**config.mk**
```make
export PLATFORM = sky130hd
export DESIGN_NAME = bgp_session_fsm
export DESIGN_NICKNAME = d
export VERILOG_FILES = /design/src/bgpf_pkg.sv /design/src/bgpf_ctrl.sv /design/src/bgpf_dp.sv /design/src/bgp_session_fsm.sv
export SDC_FILE = /design/constraint.sdc
export NUM_CORES = 1
export LEC_CHECK = 0
export BUFFER_PORTS_ARGS = -buffer_cell sky130_fd_sc_hd__buf_2
export CAP_MARGIN = 5
export CORE_ASPECT_RATIO = 1.2
export CORE_MARGIN = 2
export CORE_UTILIZATION = 55
export DETAILED_ROUTE_END_ITERATION = 6
export PLACE_DENSITY = 0.74
export SYNTH_ARGS = -nofsm -noshare
export SYNTH_HDL_FRONTEND = slang
export SYNTH_HIERARCHICAL = 1
export SYNTH_SLANG_ARGS = --single-unit
export TNS_END_PERCENT = 5
```
**constraint.sdc**
```tcl
create_clock -name clk -period 8.7 [get_ports clk]
set_clock_uncertainty 0.1 [all_clocks]
set_input_delay 1.305 -clock clk [delete_from_list [all_inputs] [get_ports clk]]
set_output_delay 1.305 -clock clk [all_outputs]
set_load 0.05 [all_outputs]
```
**src/bgpf_pkg.sv**
```systemverilog
// ----------------------------------------------------------------------------
// bgpf_pkg
// Shared types and codes for the per-port BGP session state machine.
// ----------------------------------------------------------------------------
package bgpf_pkg;

	localparam int DEF_NUM_PORTS = 8;
	localparam int MAX_PORTS     = 16;
	localparam int PIDX_W        = 4;   // holds any port index below MAX_PORTS
	localparam int TMR_W         = 16;
	localparam int MAX_RES       = 6;   // results per port and item
	localparam int RIDX_W        = 3;

	localparam logic [1:0] FN_TICK  = 2'd0;
	localparam logic [1:0] FN_START = 2'd1;
	localparam logic [1:0] FN_MSG   = 2'd2;

	localparam logic [2:0] ST_IDLE     = 3'd0;
	localparam logic [2:0] ST_CONNECT  = 3'd1;
	localparam logic [2:0] ST_ACTIVE   = 3'd2;
	localparam logic [2:0] ST_OSENT    = 3'd3;
	localparam logic [2:0] ST_OCONFIRM = 3'd4;
	localparam logic [2:0] ST_ESTAB    = 3'd5;

	localparam logic [2:0] RX_SYN       = 3'd0;
	localparam logic [2:0] RX_ACK       = 3'd1;
	localparam logic [2:0] RX_SYNACK    = 3'd2;
	localparam logic [2:0] RX_OPEN      = 3'd3;
	localparam logic [2:0] RX_UPDATE    = 3'd4;
	localparam logic [2:0] RX_KEEPALIVE = 3'd5;

	localparam logic [2:0] TX_SYN       = 3'd0;
	localparam logic [2:0] TX_SYNACK    = 3'd1;
	localparam logic [2:0] TX_ACK       = 3'd2;
	localparam logic [2:0] TX_OPEN      = 3'd3;
	localparam logic [2:0] TX_KEEPALIVE = 3'd4;

	localparam logic [1:0] KIND_REPORT = 2'd0;
	localparam logic [1:0] KIND_SEND   = 2'd1;
	localparam logic [1:0] KIND_UPDATE = 2'd2;

	localparam logic [1:0] REG_HOLD    = 2'd0;
	localparam logic [1:0] REG_RETRY   = 2'd1;
	localparam logic [1:0] REG_CONNECT = 2'd2;

	typedef enum logic [1:0] {
		CS_IDLE,
		CS_EVAL,
		CS_EMIT,
		CS_FLUSH
	} ctl_state_t;

	typedef struct packed {
		logic [1:0] kind;
		logic [2:0] from_state;
		logic [2:0] to_state;
		logic [2:0] sent_message;
	} res_t;

	typedef struct packed {
		logic              load;   // capture the input word
		logic              eval;   // apply one port update, fill result list
		logic              emit;   // push list entry idx
		logic              flush;  // release held word with last set
		logic [PIDX_W-1:0] port;
		logic [RIDX_W-1:0] idx;
	} cmd_t;

	typedef struct packed {
		logic [1:0]        func;
		logic [2:0]        iface;
		logic [RIDX_W-1:0] count;
	} sts_t;

	function automatic logic [TMR_W-1:0] dec_sat(input logic [TMR_W-1:0] v);
		dec_sat = (v != '0) ? v - 1'b1 : v;
	endfunction

endpackage

```
**src/bgpf_ctrl.sv**
```systemverilog
// ----------------------------------------------------------------------------
// bgpf_ctrl
// Sequencer: walks ports for a tick, steps through each port's result list.
// ----------------------------------------------------------------------------
module bgpf_ctrl import bgpf_pkg::*; #(
	parameter int NUM_PORTS = DEF_NUM_PORTS
) (
	input  logic clk,
	input  logic arst_n,
	input  logic start,
	input  sts_t sts,
	output logic busy,
	output cmd_t cmd
);

	ctl_state_t state_q, state_d;
	logic [PIDX_W-1:0] port_q, port_d;
	logic [RIDX_W-1:0] idx_q, idx_d;
	logic              func_tick;

	assign func_tick = (sts.func == FN_TICK);

	always_ff @(posedge clk or negedge arst_n) begin
		if (!arst_n) begin
			state_q <= CS_IDLE;
			port_q  <= '0;
			idx_q   <= '0;
		end else begin
			state_q <= state_d;
			port_q  <= port_d;
			idx_q   <= idx_d;
		end
	end

	always_comb begin
		state_d   = state_q;
		port_d    = port_q;
		idx_d     = idx_q;
		cmd       = '0;
		cmd.port  = port_q;
		cmd.idx   = idx_q;
		busy      = (state_q != CS_IDLE);
		case (state_q)
			CS_IDLE: begin
				if (start) begin
					cmd.load = 1'b1;
					state_d  = CS_EVAL;
				end
			end
			CS_EVAL: begin
				// pick the port on the first pass
				if (func_tick) begin
					cmd.eval = 1'b1;
					state_d  = CS_EMIT;
				end else if ((sts.func == FN_START || sts.func == FN_MSG) &&
						({{(32-3){1'b0}}, sts.iface} < NUM_PORTS)) begin
					cmd.port = PIDX_W'(sts.iface);
					port_d   = PIDX_W'(sts.iface);
					cmd.eval = 1'b1;
					state_d  = CS_EMIT;
				end else begin
					state_d = CS_FLUSH;
				end
				idx_d = '0;
			end
			CS_EMIT: begin
				if (idx_q < sts.count) begin
					cmd.emit = 1'b1;
					idx_d    = idx_q + 1'b1;
				end else if (func_tick && ({{(32-PIDX_W){1'b0}}, port_q} < NUM_PORTS - 1)) begin
					port_d   = port_q + 1'b1;
					cmd.port = port_q + 1'b1;
					cmd.eval = 1'b1;
					idx_d    = '0;
				end else begin
					state_d = CS_FLUSH;
				end
			end
			CS_FLUSH: begin
				cmd.flush = 1'b1;
				port_d    = '0;
				state_d   = CS_IDLE;
			end
			default: state_d = CS_IDLE;
		endcase
	end

endmodule

```
**src/bgpf_dp.sv**
```systemverilog
// ----------------------------------------------------------------------------
// bgpf_dp
// Per-port session state, timers, result list and output register.
// ----------------------------------------------------------------------------
module bgpf_dp import bgpf_pkg::*; #(
	parameter int NUM_PORTS = DEF_NUM_PORTS
) (
	input  logic             clk,
	input  logic             arst_n,
	input  cmd_t             cmd,
	input  logic [1:0]       func,
	input  logic [2:0]       iface,
	input  logic [2:0]       message,
	input  logic             cfg_we,
	input  logic [1:0]       cfg_index,
	input  logic [TMR_W-1:0] cfg_data,
	output sts_t             sts,
	output logic             strobe,
	output logic [2:0]       port,
	output logic [1:0]       kind,
	output logic [2:0]       from_state,
	output logic [2:0]       to_state,
	output logic [2:0]       sent_message,
	output logic             last
);

	localparam int IW = (NUM_PORTS > 1) ? $clog2(NUM_PORTS) : 1;

	logic [TMR_W-1:0] hold_rl_q, retry_rl_q, conn_rl_q;

	logic [2:0]       sess_q [NUM_PORTS];
	logic [TMR_W-1:0] hold_q [NUM_PORTS];
	logic [TMR_W-1:0] retry_q [NUM_PORTS];
	logic [TMR_W-1:0] conn_q [NUM_PORTS];
	logic             syn_q [NUM_PORTS];
	logic             synack_q [NUM_PORTS];

	logic [1:0] func_q;
	logic [2:0] iface_q, msg_q;

	res_t             list_q [MAX_RES];
	logic [RIDX_W-1:0] cnt_q;

	res_t       pend_q;
	logic [2:0] pend_port_q;
	logic       pend_v_q;

	logic [IW-1:0] pi;
	logic [2:0]       s, s_o;
	logic [TMR_W-1:0] h, r, c;
	logic             sf, saf, hs;
	res_t             lst [MAX_RES];
	logic [RIDX_W-1:0] n;

	assign pi  = cmd.port[IW-1:0];
	assign sts = '{func: func_q, iface: iface_q, count: cnt_q};

	always_ff @(posedge clk or negedge arst_n) begin
		if (!arst_n) begin
			hold_rl_q  <= TMR_W'(90);
			retry_rl_q <= TMR_W'(120);
			conn_rl_q  <= TMR_W'(30);
		end else if (cfg_we) begin
			case (cfg_index)
				REG_HOLD:    hold_rl_q  <= cfg_data;
				REG_RETRY:   retry_rl_q <= cfg_data;
				REG_CONNECT: conn_rl_q  <= cfg_data;
				default: ;
			endcase
		end
	end

	// one port update, results collected in order
	always_comb begin
		s   = sess_q[pi];
		s_o = s;
		h   = hold_q[pi];
		r   = retry_q[pi];
		c   = conn_q[pi];
		sf  = syn_q[pi];
		saf = synack_q[pi];
		hs  = (s == ST_CONNECT || s == ST_ACTIVE);
		n   = '0;
		for (int i = 0; i < MAX_RES; i++) lst[i] = '0;
		case (func_q)
			FN_TICK: begin
				if (s == ST_ESTAB || s == ST_OCONFIRM || s == ST_OSENT) begin
					h = dec_sat(h);
					if (h == '0) begin
						c = conn_rl_q;
						r = retry_rl_q;
						h = hold_rl_q;
						lst[n] = '{KIND_REPORT, s, ST_IDLE, TX_SYN};
						lst[n].sent_message = '0;
						n = n + 1'b1;
						lst[n] = '{KIND_REPORT, ST_IDLE, ST_CONNECT, 3'd0};
						n = n + 1'b1;
						lst[n] = '{KIND_SEND, 3'd0, 3'd0, TX_SYN};
						n = n + 1'b1;
						s_o = ST_CONNECT;
						sf  = 1'b1;
					end
				end
				if (s_o == ST_CONNECT) begin
					r = dec_sat(r);
					if (r == '0) begin
						c   = conn_rl_q;
						s_o = ST_ACTIVE;
						lst[n] = '{KIND_REPORT, ST_CONNECT, ST_ACTIVE, 3'd0};
						n = n + 1'b1;
					end else begin
						c = dec_sat(c);
						if (c == '0) begin
							c = conn_rl_q;
							r = retry_rl_q;
							lst[n] = '{KIND_REPORT, ST_CONNECT, ST_IDLE, 3'd0};
							n = n + 1'b1;
							lst[n] = '{KIND_REPORT, ST_IDLE, ST_CONNECT, 3'd0};
							n = n + 1'b1;
							lst[n] = '{KIND_SEND, 3'd0, 3'd0, TX_SYN};
							n = n + 1'b1;
							sf = 1'b1;
						end
					end
				end else if (s_o == ST_ACTIVE) begin
					c = dec_sat(c);
					if (c == '0) begin
						c   = conn_rl_q;
						r   = retry_rl_q;
						s_o = ST_CONNECT;
						lst[n] = '{KIND_REPORT, ST_ACTIVE, ST_CONNECT, 3'd0};
						n = n + 1'b1;
						lst[n] = '{KIND_SEND, 3'd0, 3'd0, TX_SYN};
						n = n + 1'b1;
						sf = 1'b1;
					end
				end
			end
			FN_START: begin
				if (s == ST_IDLE) begin
					s_o = ST_CONNECT;
					r   = retry_rl_q;
					c   = conn_rl_q;
					sf  = 1'b1;
					lst[n] = '{KIND_SEND, 3'd0, 3'd0, TX_SYN};
					n = n + 1'b1;
					lst[n] = '{KIND_REPORT, ST_IDLE, ST_CONNECT, 3'd0};
					n = n + 1'b1;
				end
			end
			FN_MSG: begin
				if (s != ST_IDLE) begin
					case (msg_q)
						RX_SYN: begin
							if (hs) begin
								lst[n] = '{KIND_SEND, 3'd0, 3'd0, TX_SYNACK};
								n = n + 1'b1;
								saf = 1'b1;
								r   = retry_rl_q;
							end
						end
						RX_ACK, RX_SYNACK: begin
							if (hs && ((msg_q == RX_ACK && saf) ||
									(msg_q == RX_SYNACK && sf))) begin
								if (msg_q == RX_SYNACK) begin
									lst[n] = '{KIND_SEND, 3'd0, 3'd0, TX_ACK};
									n = n + 1'b1;
								end
								lst[n] = '{KIND_REPORT, s, ST_OSENT, 3'd0};
								n = n + 1'b1;
								lst[n] = '{KIND_SEND, 3'd0, 3'd0, TX_OPEN};
								n = n + 1'b1;
								r   = retry_rl_q;
								c   = conn_rl_q;
								h   = hold_rl_q;
								sf  = 1'b0;
								saf = 1'b0;
								s_o = ST_OSENT;
							end
						end
						RX_OPEN: begin
							if (s == ST_OSENT) begin
								lst[n] = '{KIND_SEND, 3'd0, 3'd0, TX_KEEPALIVE};
								n = n + 1'b1;
								lst[n] = '{KIND_REPORT, ST_OSENT, ST_OCONFIRM, 3'd0};
								n = n + 1'b1;
								s_o = ST_OCONFIRM;
								h   = hold_rl_q;
							end
						end
						RX_UPDATE: begin
							if (s == ST_ESTAB) begin
								lst[n] = '{KIND_UPDATE, 3'd0, 3'd0, 3'd0};
								n = n + 1'b1;
								h = hold_rl_q;
							end
						end
						RX_KEEPALIVE: begin
							if (s == ST_OCONFIRM || s == ST_ESTAB) begin
								if (s == ST_OCONFIRM) begin
									lst[n] = '{KIND_REPORT, ST_OCONFIRM, ST_ESTAB, 3'd0};
									n = n + 1'b1;
								end
								s_o = ST_ESTAB;
								h   = hold_rl_q;
							end
						end
						default: ;
					endcase
				end
			end
			default: ;
		endcase
	end

	always_ff @(posedge clk or negedge arst_n) begin
		if (!arst_n) begin
			for (int i = 0; i < NUM_PORTS; i++) begin
				sess_q[i]   <= ST_IDLE;
				hold_q[i]   <= '0;
				retry_q[i]  <= '0;
				conn_q[i]   <= '0;
				syn_q[i]    <= 1'b0;
				synack_q[i] <= 1'b0;
			end
			cnt_q <= '0;
		end else if (cmd.eval) begin
			sess_q[pi]   <= s_o;
			hold_q[pi]   <= h;
			retry_q[pi]  <= r;
			conn_q[pi]   <= c;
			syn_q[pi]    <= sf;
			synack_q[pi] <= saf;
			cnt_q        <= n;
		end
	end

	always_ff @(posedge clk) begin
		if (cmd.load) begin
			func_q  <= func;
			iface_q <= iface;
			msg_q   <= message;
		end
		if (cmd.eval) begin
			for (int i = 0; i < MAX_RES; i++) list_q[i] <= lst[i];
		end
	end

	// hold one word back so the final one can carry last
	always_ff @(posedge clk or negedge arst_n) begin
		if (!arst_n) begin
			pend_v_q <= 1'b0;
			strobe   <= 1'b0;
		end else begin
			if (cmd.emit) begin
				strobe   <= pend_v_q;
				pend_v_q <= 1'b1;
			end else if (cmd.flush) begin
				strobe   <= pend_v_q;
				pend_v_q <= 1'b0;
			end else begin
				strobe <= 1'b0;
			end
		end
	end

	always_ff @(posedge clk) begin
		if (cmd.emit || cmd.flush) begin
			port         <= pend_port_q;
			kind         <= pend_q.kind;
			from_state   <= pend_q.from_state;
			to_state     <= pend_q.to_state;
			sent_message <= pend_q.sent_message;
			last         <= cmd.flush;
		end
		if (cmd.emit) begin
			pend_q      <= list_q[cmd.idx];
			pend_port_q <= cmd.port[2:0];
		end
	end

endmodule

```
**src/bgp_session_fsm.sv**
```systemverilog
// ----------------------------------------------------------------------------
// bgp_session_fsm
// Simplified BGP session state machine kept for each port.
// ----------------------------------------------------------------------------
// Use: raise start with func, iface and message while busy is low; the word
// is taken at that edge and busy rises. Results come out one per cycle on
// port/kind/from_state/to_state/sent_message within a port's list (a tick
// pauses for each further port's evaluate step), each marked by strobe for
// one cycle; last is set on the final result of the item. The receiver
// cannot stall, so nothing here waits on the output side.
// Sequence: a start or message is loaded, evaluated for its iface port
// (if below NUM_PORTS), emitted and flushed; a tick walks all ports in
// turn, evaluating each and emitting its results, then flushes.
// Configuration: cfg_we, cfg_index, cfg_data write a reload register. The
// user must write it only while busy is low; the block does not enforce it.
// Reset: all ports go idle with timers and flags cleared; the reload
// registers return to 90, 120 and 30.
// ----------------------------------------------------------------------------
module bgp_session_fsm import bgpf_pkg::*; #(
	parameter int NUM_PORTS = DEF_NUM_PORTS
) (
	input  logic             clk,
	input  logic             arst_n,
	input  logic             start,
	output logic             busy,
	input  logic [1:0]       func,
	input  logic [2:0]       iface,
	input  logic [2:0]       message,
	input  logic             cfg_we,
	input  logic [1:0]       cfg_index,
	input  logic [TMR_W-1:0] cfg_data,
	output logic             strobe,
	output logic [2:0]       port,
	output logic [1:0]       kind,
	output logic [2:0]       from_state,
	output logic [2:0]       to_state,
	output logic [2:0]       sent_message,
	output logic             last
);

	cmd_t cmd;
	sts_t sts;
	logic busy_i;

	assign busy = busy_i;

	bgpf_ctrl #(.NUM_PORTS(NUM_PORTS)) u_ctrl (
		.clk    (clk),
		.arst_n (arst_n),
		.start  (start),
		.sts    (sts),
		.busy   (busy_i),
		.cmd    (cmd)
	);

	bgpf_dp #(.NUM_PORTS(NUM_PORTS)) u_dp (
		.clk          (clk),
		.arst_n       (arst_n),
		.cmd          (cmd),
		.func         (func),
		.iface        (iface),
		.message      (message),
		.cfg_we       (cfg_we),
		.cfg_index    (cfg_index),
		.cfg_data     (cfg_data),
		.sts          (sts),
		.strobe       (strobe),
		.port         (port),
		.kind         (kind),
		.from_state   (from_state),
		.to_state     (to_state),
		.sent_message (sent_message),
		.last         (last)
	);

endmodule
```
==> impl_results.md, run 1 <==
* Die area at 0.0565 mm^2
* Switch share at 0.481
* Tot GR Track Use at 0.384
* Max stage delay on crit path at around 0.57 ns
* Slew @ Worst Pin at 1.42 ns
* WL/cell at 26.1 um
* Met3 usage at 0.0862
* Most Crowded Layer GR: met2
* Initial antenna violation count at 2
* Fin. Hold Viols at 0
* Post-route worst setup slack at -0.0650 ns
* Failing checks: setup timing
* CP endpoint: u_dp/conn_q[50]
* DR vias/cell at around 6.5
* Worst path required time at 9.12 ns
* Leakage at around 0.015 uW
* CP startpoint kind: flip-flop
* Max Clk Rate at 114 MHz
* Detailed Route Iter0 Violations at 3355
* P_sw at 8430 uW
* Largest net degree at the start of global routing at 193
* Met2 Track Usage GR at 0.599
* Final worst path period share at 1.01
* Setup violators final at 24
* Vias in the first global route at approximately 27000
* Status: finished, violations left
* CTS buffer count at 53
* CTS Buffer Depth at 3
* Clock Sinks at approximately 550
* Worst-path clk slew at 0.06 ns
* WS Path Type: reg -> reg
* Row cnt at 93
* Area Overhead vs Synth at 18.6%
* Comb power frac at 0.647
* Share of layout cells above drive strength 1 at 0.235
* Starting Density at 0.558
* FF-to-FF End: u_dp/conn_q[50]
* Flop2flop setup slack at -0.06 ns
* Final core occ at 0.662
* First-pass GRT wire length at about 160000 um
* IO Count at 47
* DRC violations left at 0
* Syn. warnings at 6
* Die H at 260 um
* Gate Count Post-Synth at 3226
* Pwr per Cell Area at 493 mW/mm^2
* Final-report max-slew violation count at 0
* Slew Limit Headroom at 0.0528
* Peak supply drop at 314 uV
* Root cell of the clock tree: clkbuf_16
* CP startpoint: u_dp/func_q[0]
* R2r startpoint: u_dp/func_q[0]
* Hold path cells at 0
* Clock H-tree levels at 2
* Post-Syn Area at 0.0300 mm^2
* GP Congestion at 0.957
* Die X at between 200 and 250 um
* Final TNS setup at -0.436 ns
* Post-DP HPWL at 76500 um
* Synth Net Count at 3274
* Final nets at 3483
* Met1 usage at 0.520
* Seq pwr share at 0.219
* Crit path time final at 8.76 ns
* Total gr overflow at 0
* Max-cap check violation count at 0
* Clock power frac at 0.134
* Cts hold-fix bufs at 0
* Post-Route WL at between 100000 and 150000 um
* Crit path max fanout at 8
* Worst Path Arrival at 9.19 ns
* Port Buf Inserts at between 40 and 50
* CP endpoint kind: flip-flop
* RSZ-0062 raised after global routing: true
* Int Power at a little over 9000 uW
* Worst-case reg-to-reg path depth at 37
* TritonCTS clock tree: built
* Pwr Total at around 18000 uW
* Core Region at 0.0538 mm^2
* Clock Latency Late Sink at 0.63 ns
* DRT antenna net count at 0
* Critical path's slowest cell: or4_4
* Average footprint of a synthesized cell at about 9.3 um^2
* Drt first pass iters at 6
* Worst min-delay path category: reg -> reg
* Via Count at about 27000
* Critical path's most frequent cell: buf_4
## flip-flops by register name (all words and copies together), names as in the netlist, 11 cells and up
name and cells:
u_dp/pend_q 11, u_dp/hold_rl_q 16, u_dp/hold_q 128, u_dp/retry_q 128, u_dp/sess_q 24, u_dp/retry_rl_q 16
u_dp/list_q 25, u_dp/conn_q 128, u_dp/conn_rl_q 16
## per-stage QoR
| stage | worst slack, ns | hold slack (ns) | instances | cell area [um^2] |
|---|---|---|---|---|
| 6_report | -0.0650 | 0.318 | 4191 | 35600 |
| 5_1_grt | -0.353 | 0.335 | 4190 | 35600 |
| 4_1_cts | 0.0195 | 0.320 | 4167 | 34800 |
| 3_5_place_dp | -0.498 | 0.305 | 4066 | 32900 |
| 3_3_place_gp | -0.576 | 0.306 | 4066 | 32900 |
| 2_1_floorplan | 0.0105 | 0.300 | 3226 | 30100 |
## critical path, delay by kind of cell (launching register included)
family,cells,cell delay [ns]
compound gates,10,1.78
xor+xnor,1,0.17
fa+ha+maj,3,0.69
buf+inv,8,1.26
flops,1,0.39
mux,5,1.48
simple gates,10,2.79
## power by group through the flow
stage / sequential [uW] / clock, uW / combinational, uW
3_5_place_dp: 3870 / 0 / 10400
3_3_place_gp: 3820 / 0 / 10300
6_report: 3850 / 2340 / 11300
2_1_floorplan: 3820 / 0 / 5840
4_1_cts: 3820 / 2370 / 10500
5_1_grt: 3920 / 2460 / 12000
## cells in the final DEF (no fill, tap or decap), types with 30 or more instances in the layout
master     count
nand2_1      545
dfrtp_1      474
o21ai_0      312
buf_4        310
nor2_1       270
a21oi_1      183
mux2i_1      152
mux2_2        97
o21ai_1       62
edfxtp_1      62
clkbuf_16     54
a31oi_1       49
buf_2         45
nand3_1       45
nor3_1        36
a22oi_1       35
o2bb2ai_1     30
## worst min-delay path by stage
| stage | startpoint | endpoint |
|---|---|---|
| after floorplan | u_dp/pend_q[6] | u_dp/from_state[0] |
| after global placement | u_dp/pend_port_q[1] | u_dp/port[1] |
| after detailed placement | u_dp/pend_port_q[0] | u_dp/port[0] |
| after CTS | u_dp/pend_port_q[0] | u_dp/port[0] |
| after global routing | u_dp/pend_q[2] | u_dp/sent_message[2] |
| final | u_dp/pend_port_q[0] | u_dp/port[0] |
## layer usage
layer,part of all wire,vias up
met3,0.097,310
met1,0.40,13604
met4,0.046,0
li1,-,12040
met2,0.46,1416
met5,0,-
## area by class of cell
class / count / area, um^2
multi-input combinational: 2410 / 15600
antenna: 1 / 2.50
timing repair buffer: 389 / 3150
fill: 4276 / 18200
inverter: 33 / 141
clock inverter: 25 / 249
clock buffer: 73 / 1520
sequential: 548 / 14000
tap: 712 / 891
## timing repair
| item | in CTS | in global routing |
|---|---|---|
| setup buffers | 3 | 22 |
| resized for setup | 16 | 153 |
| gates cloned | 0 | 1 |
| setup endpoints to repair | 276 | 291 |
| pin swaps | 6 | 58 |
| endpoints found under the hold margin | 0 | 0 |
Note: power is estimated with default switching activity, not from simulation.
==> run 2, diff against run 1 <==
--- a/config.mk
+++ b/config.mk
@@ -10,6 +10,7 @@
 export CORE_ASPECT_RATIO = 1.2
 export CORE_MARGIN = 2
 export CORE_UTILIZATION = 55
+export CTS_BUF_LIST = sky130_fd_sc_hd__clkbuf_8
 export DETAILED_ROUTE_END_ITERATION = 6
 export PLACE_DENSITY = 0.74
 export SYNTH_ARGS = -nofsm -noshare
==> impl_results.md, run 2 (same netlist as run 1, synthesis figures left out) <==
* TritonCTS clock tree: built
* DR vias/cell at 6.47
* Worst Path Arrival at 9.23 ns
* Die H at 260 um
* Via Count at about 27000
* Final worst path period share at 1.01
* Peak supply drop at 320 uV
* Tot GR Track Use at 0.385
* WS Path Type: reg -> reg
* Switch share at 0.487
* Worst min-delay path category: reg -> reg
* P_sw at roughly 8400 uW
* Setup violators final at 43
* Row cnt at 93
* Worst-case reg-to-reg path depth at 36
* Clock Sinks at around 550
* Max stage delay on crit path at 0.57 ns
* WL/cell at 25.8 um
* Most common cell after layout, fill and taps aside: nand2_1
* Max-cap check violation count at 0
* CP startpoint kind: flip-flop
* Seq pwr share at 0.222
* Worst-path clk slew at 0.08 ns
* Worst Hold Path EP: u_dp/port[0]
* Slew Limit Headroom at 0.0651
* GP Congestion at 0.957
* Post-route worst setup slack at -0.0758 ns
* IO Count at 47
* Most Crowded Layer GR: met2
* FF-to-FF End: u_dp/retry_q[100]
* Clock Latency Late Sink at 0.70 ns
* R2r startpoint: u_dp/func_q[0]
* CTS buffer count at 85
* Met2 Track Usage GR at 0.597
* WP buf/inv at 7
* DRT antenna net count at 0
* Largest net degree at the start of global routing at 193
* Clock power frac at 0.123
* CP delay by family, top: simple AND/OR/NAND/NOR gates
* Crit path max fanout at 8
* CP endpoint kind: flip-flop
* Int Power at 8900 uW
* Commonest non-fill, non-tap cells in the layout: nand2_1, dfrtp_1, buf_4, o21ai_0, nor2_1
* Pwr Total at 17300 uW
* Flop2flop setup slack at -0.08 ns
* Met1 usage at 0.520
* Clock H-tree levels at 3
* Biggest regs: u_dp/conn_q: 128 flops, u_dp/hold_q: 128 flops, u_dp/retry_q: 128 flops
* Max Clk Rate at 114 MHz
* Comb power frac at 0.655
* Slew @ Worst Pin at 1.40 ns
* DRC violations left at 2
* Post-Route WL at 109000 um
* Initial antenna violation count at 4
* Detailed Route Iter0 Violations at around 3200
* Final-report max-slew violation count at 0
* Pwr per Cell Area at 488 mW/mm^2
* CTS Buffer Depth at 3
* RSZ-0062 raised after global routing: true
* HP Start: u_dp/pend_port_q[0]
* Starting Density at 0.558
* Die area at around 0.056 mm^2
* Final nets at 3516
* Port Buf Inserts at 46
* Hold path cells at 0
* Core Region at 0.0538 mm^2
* Met3 usage at 0.0937
* Critical path's slowest cell: or4_4
* Drt first pass iters at 7
* Die X at 217 um
* Final core occ at 0.661
* Failing checks: DRC, setup timing
* Vias in the first global route at 26844
* Crit path time final at 8.78 ns
* Fin. Hold Viols at 0
* Leakage at 0.0152 uW
* Root cell of the clock tree: clkbuf_8
* Worst path required time at ~9.2 ns
* Status: finished, violations left
* Share of layout cells above drive strength 1 at 0.241
* Critical path's most frequent cell: buf_4
* First-pass GRT wire length at 164000 um
* Post-DP HPWL at 76500 um
* Area Overhead vs Synth at 18.4%
* Total gr overflow at 0
==> run 2: cell count changes in the layout (fill, tap and decap cells not counted), moves of 7 or more <==
cell       previous run  this run
a21oi_1             183       176
a21oi_2              16        23
clkbuf_1              8         0
clkbuf_16            54         2
clkbuf_8             12        99
inv_1                26        61
o21ai_0             312       303
o21ai_1              62        70
==> run 2: repair_timing <==
item	CTS	global route
setup endpoints to repair	275	291
cloned	0	2
endpoints found under the hold margin	0	0
buffers inserted	3	21
hold buffers	0	0
pin swaps	6	52
resized for setup	16	164
==> run 2: worst register-to-register path: cells and delay by family, from the launching register on <==
kind	cells	cell delay (ns)
AND/OR/NAND/NOR	11	2.92
XOR/XNOR	1	0.17
buffers and inverters	7	1.08
flip-flops	1	0.39
multiplexers	6	1.67
AO/OA/AOI/OAI	8	1.65
adder cells (fa/ha/maj)	3	0.69
==> run 2: stage by stage <==
stage | hold WS (ns) | setup TNS, ns | instance area [um^2] | cells | setup slack [ns]
2_1_floorplan | 0.300 | 0 | 30100 | 3226 | 0.0105
3_3_place_gp | 0.306 | -52.51 | 32900 | 4066 | -0.576
3_5_place_dp | 0.305 | -48.47 | 32900 | 4066 | -0.498
4_1_cts | 0.320 | 0 | 34700 | 4222 | 0.0314
5_1_grt | 0.326 | -69.94 | 35500 | 4247 | -0.404
6_report | 0.315 | -0.769 | 35500 | 4248 | -0.0758
==> run 2: power by group through the flow <==
stage / logic [uW] / registers [uW] / clock network, uW
4_1_cts: 10500 / 3820 / 2170
3_3_place_gp: 10300 / 3820 / 0
5_1_grt: 12000 / 3920 / 2270
6_report: 11400 / 3850 / 2130
2_1_floorplan: 5840 / 3820 / 0
3_5_place_dp: 10400 / 3870 / 0
==> run 2: worst max-delay path by stage <==
| stage | cells after the start | to | slack, ns | start |
|---|---|---|---|---|
| 6_report | 36 | u_dp/retry_q[100] | -0.08 | u_dp/func_q[0] |
| 5_1_grt | 36 | u_dp/retry_q[100] | -0.40 | u_dp/func_q[0] |
| 4_1_cts | 39 | u_dp/conn_q[66] | 0.03 | u_dp/func_q[0] |
| 3_5_place_dp | 37 | u_dp/sess_q[16] | -0.50 | u_dp/func_q[0] |
| 3_3_place_gp | 35 | u_dp/sess_q[19] | -0.58 | u_dp/func_q[0] |
| 2_1_floorplan | 37 | u_dp/retry_q[71] | 0.01 | u_ctrl/idx_q[2] |
==> run 2: layout make-up <==
| cell class | count | area, um^2 |
|---|---|---|
| well taps | 712 | 891 |
| multi-input cells | 2410 | 15600 |
| flip-flops and latches | 548 | 14000 |
| repair buffers | 390 | 3200 |
| inverters | 33 | 141 |
| fillers | 4330 | 18200 |
| diodes | 2 | 5.00 |
| clock buffers | 99 | 1360 |
| clock inverters | 54 | 309 |
==> run 2: routing by layer <==
layer  part of all wire  vias up
li1                   -    12129
met1               0.40    13524
met2               0.45     1511
met3              0.098      319
met4              0.044        2
met5            0.00016        -
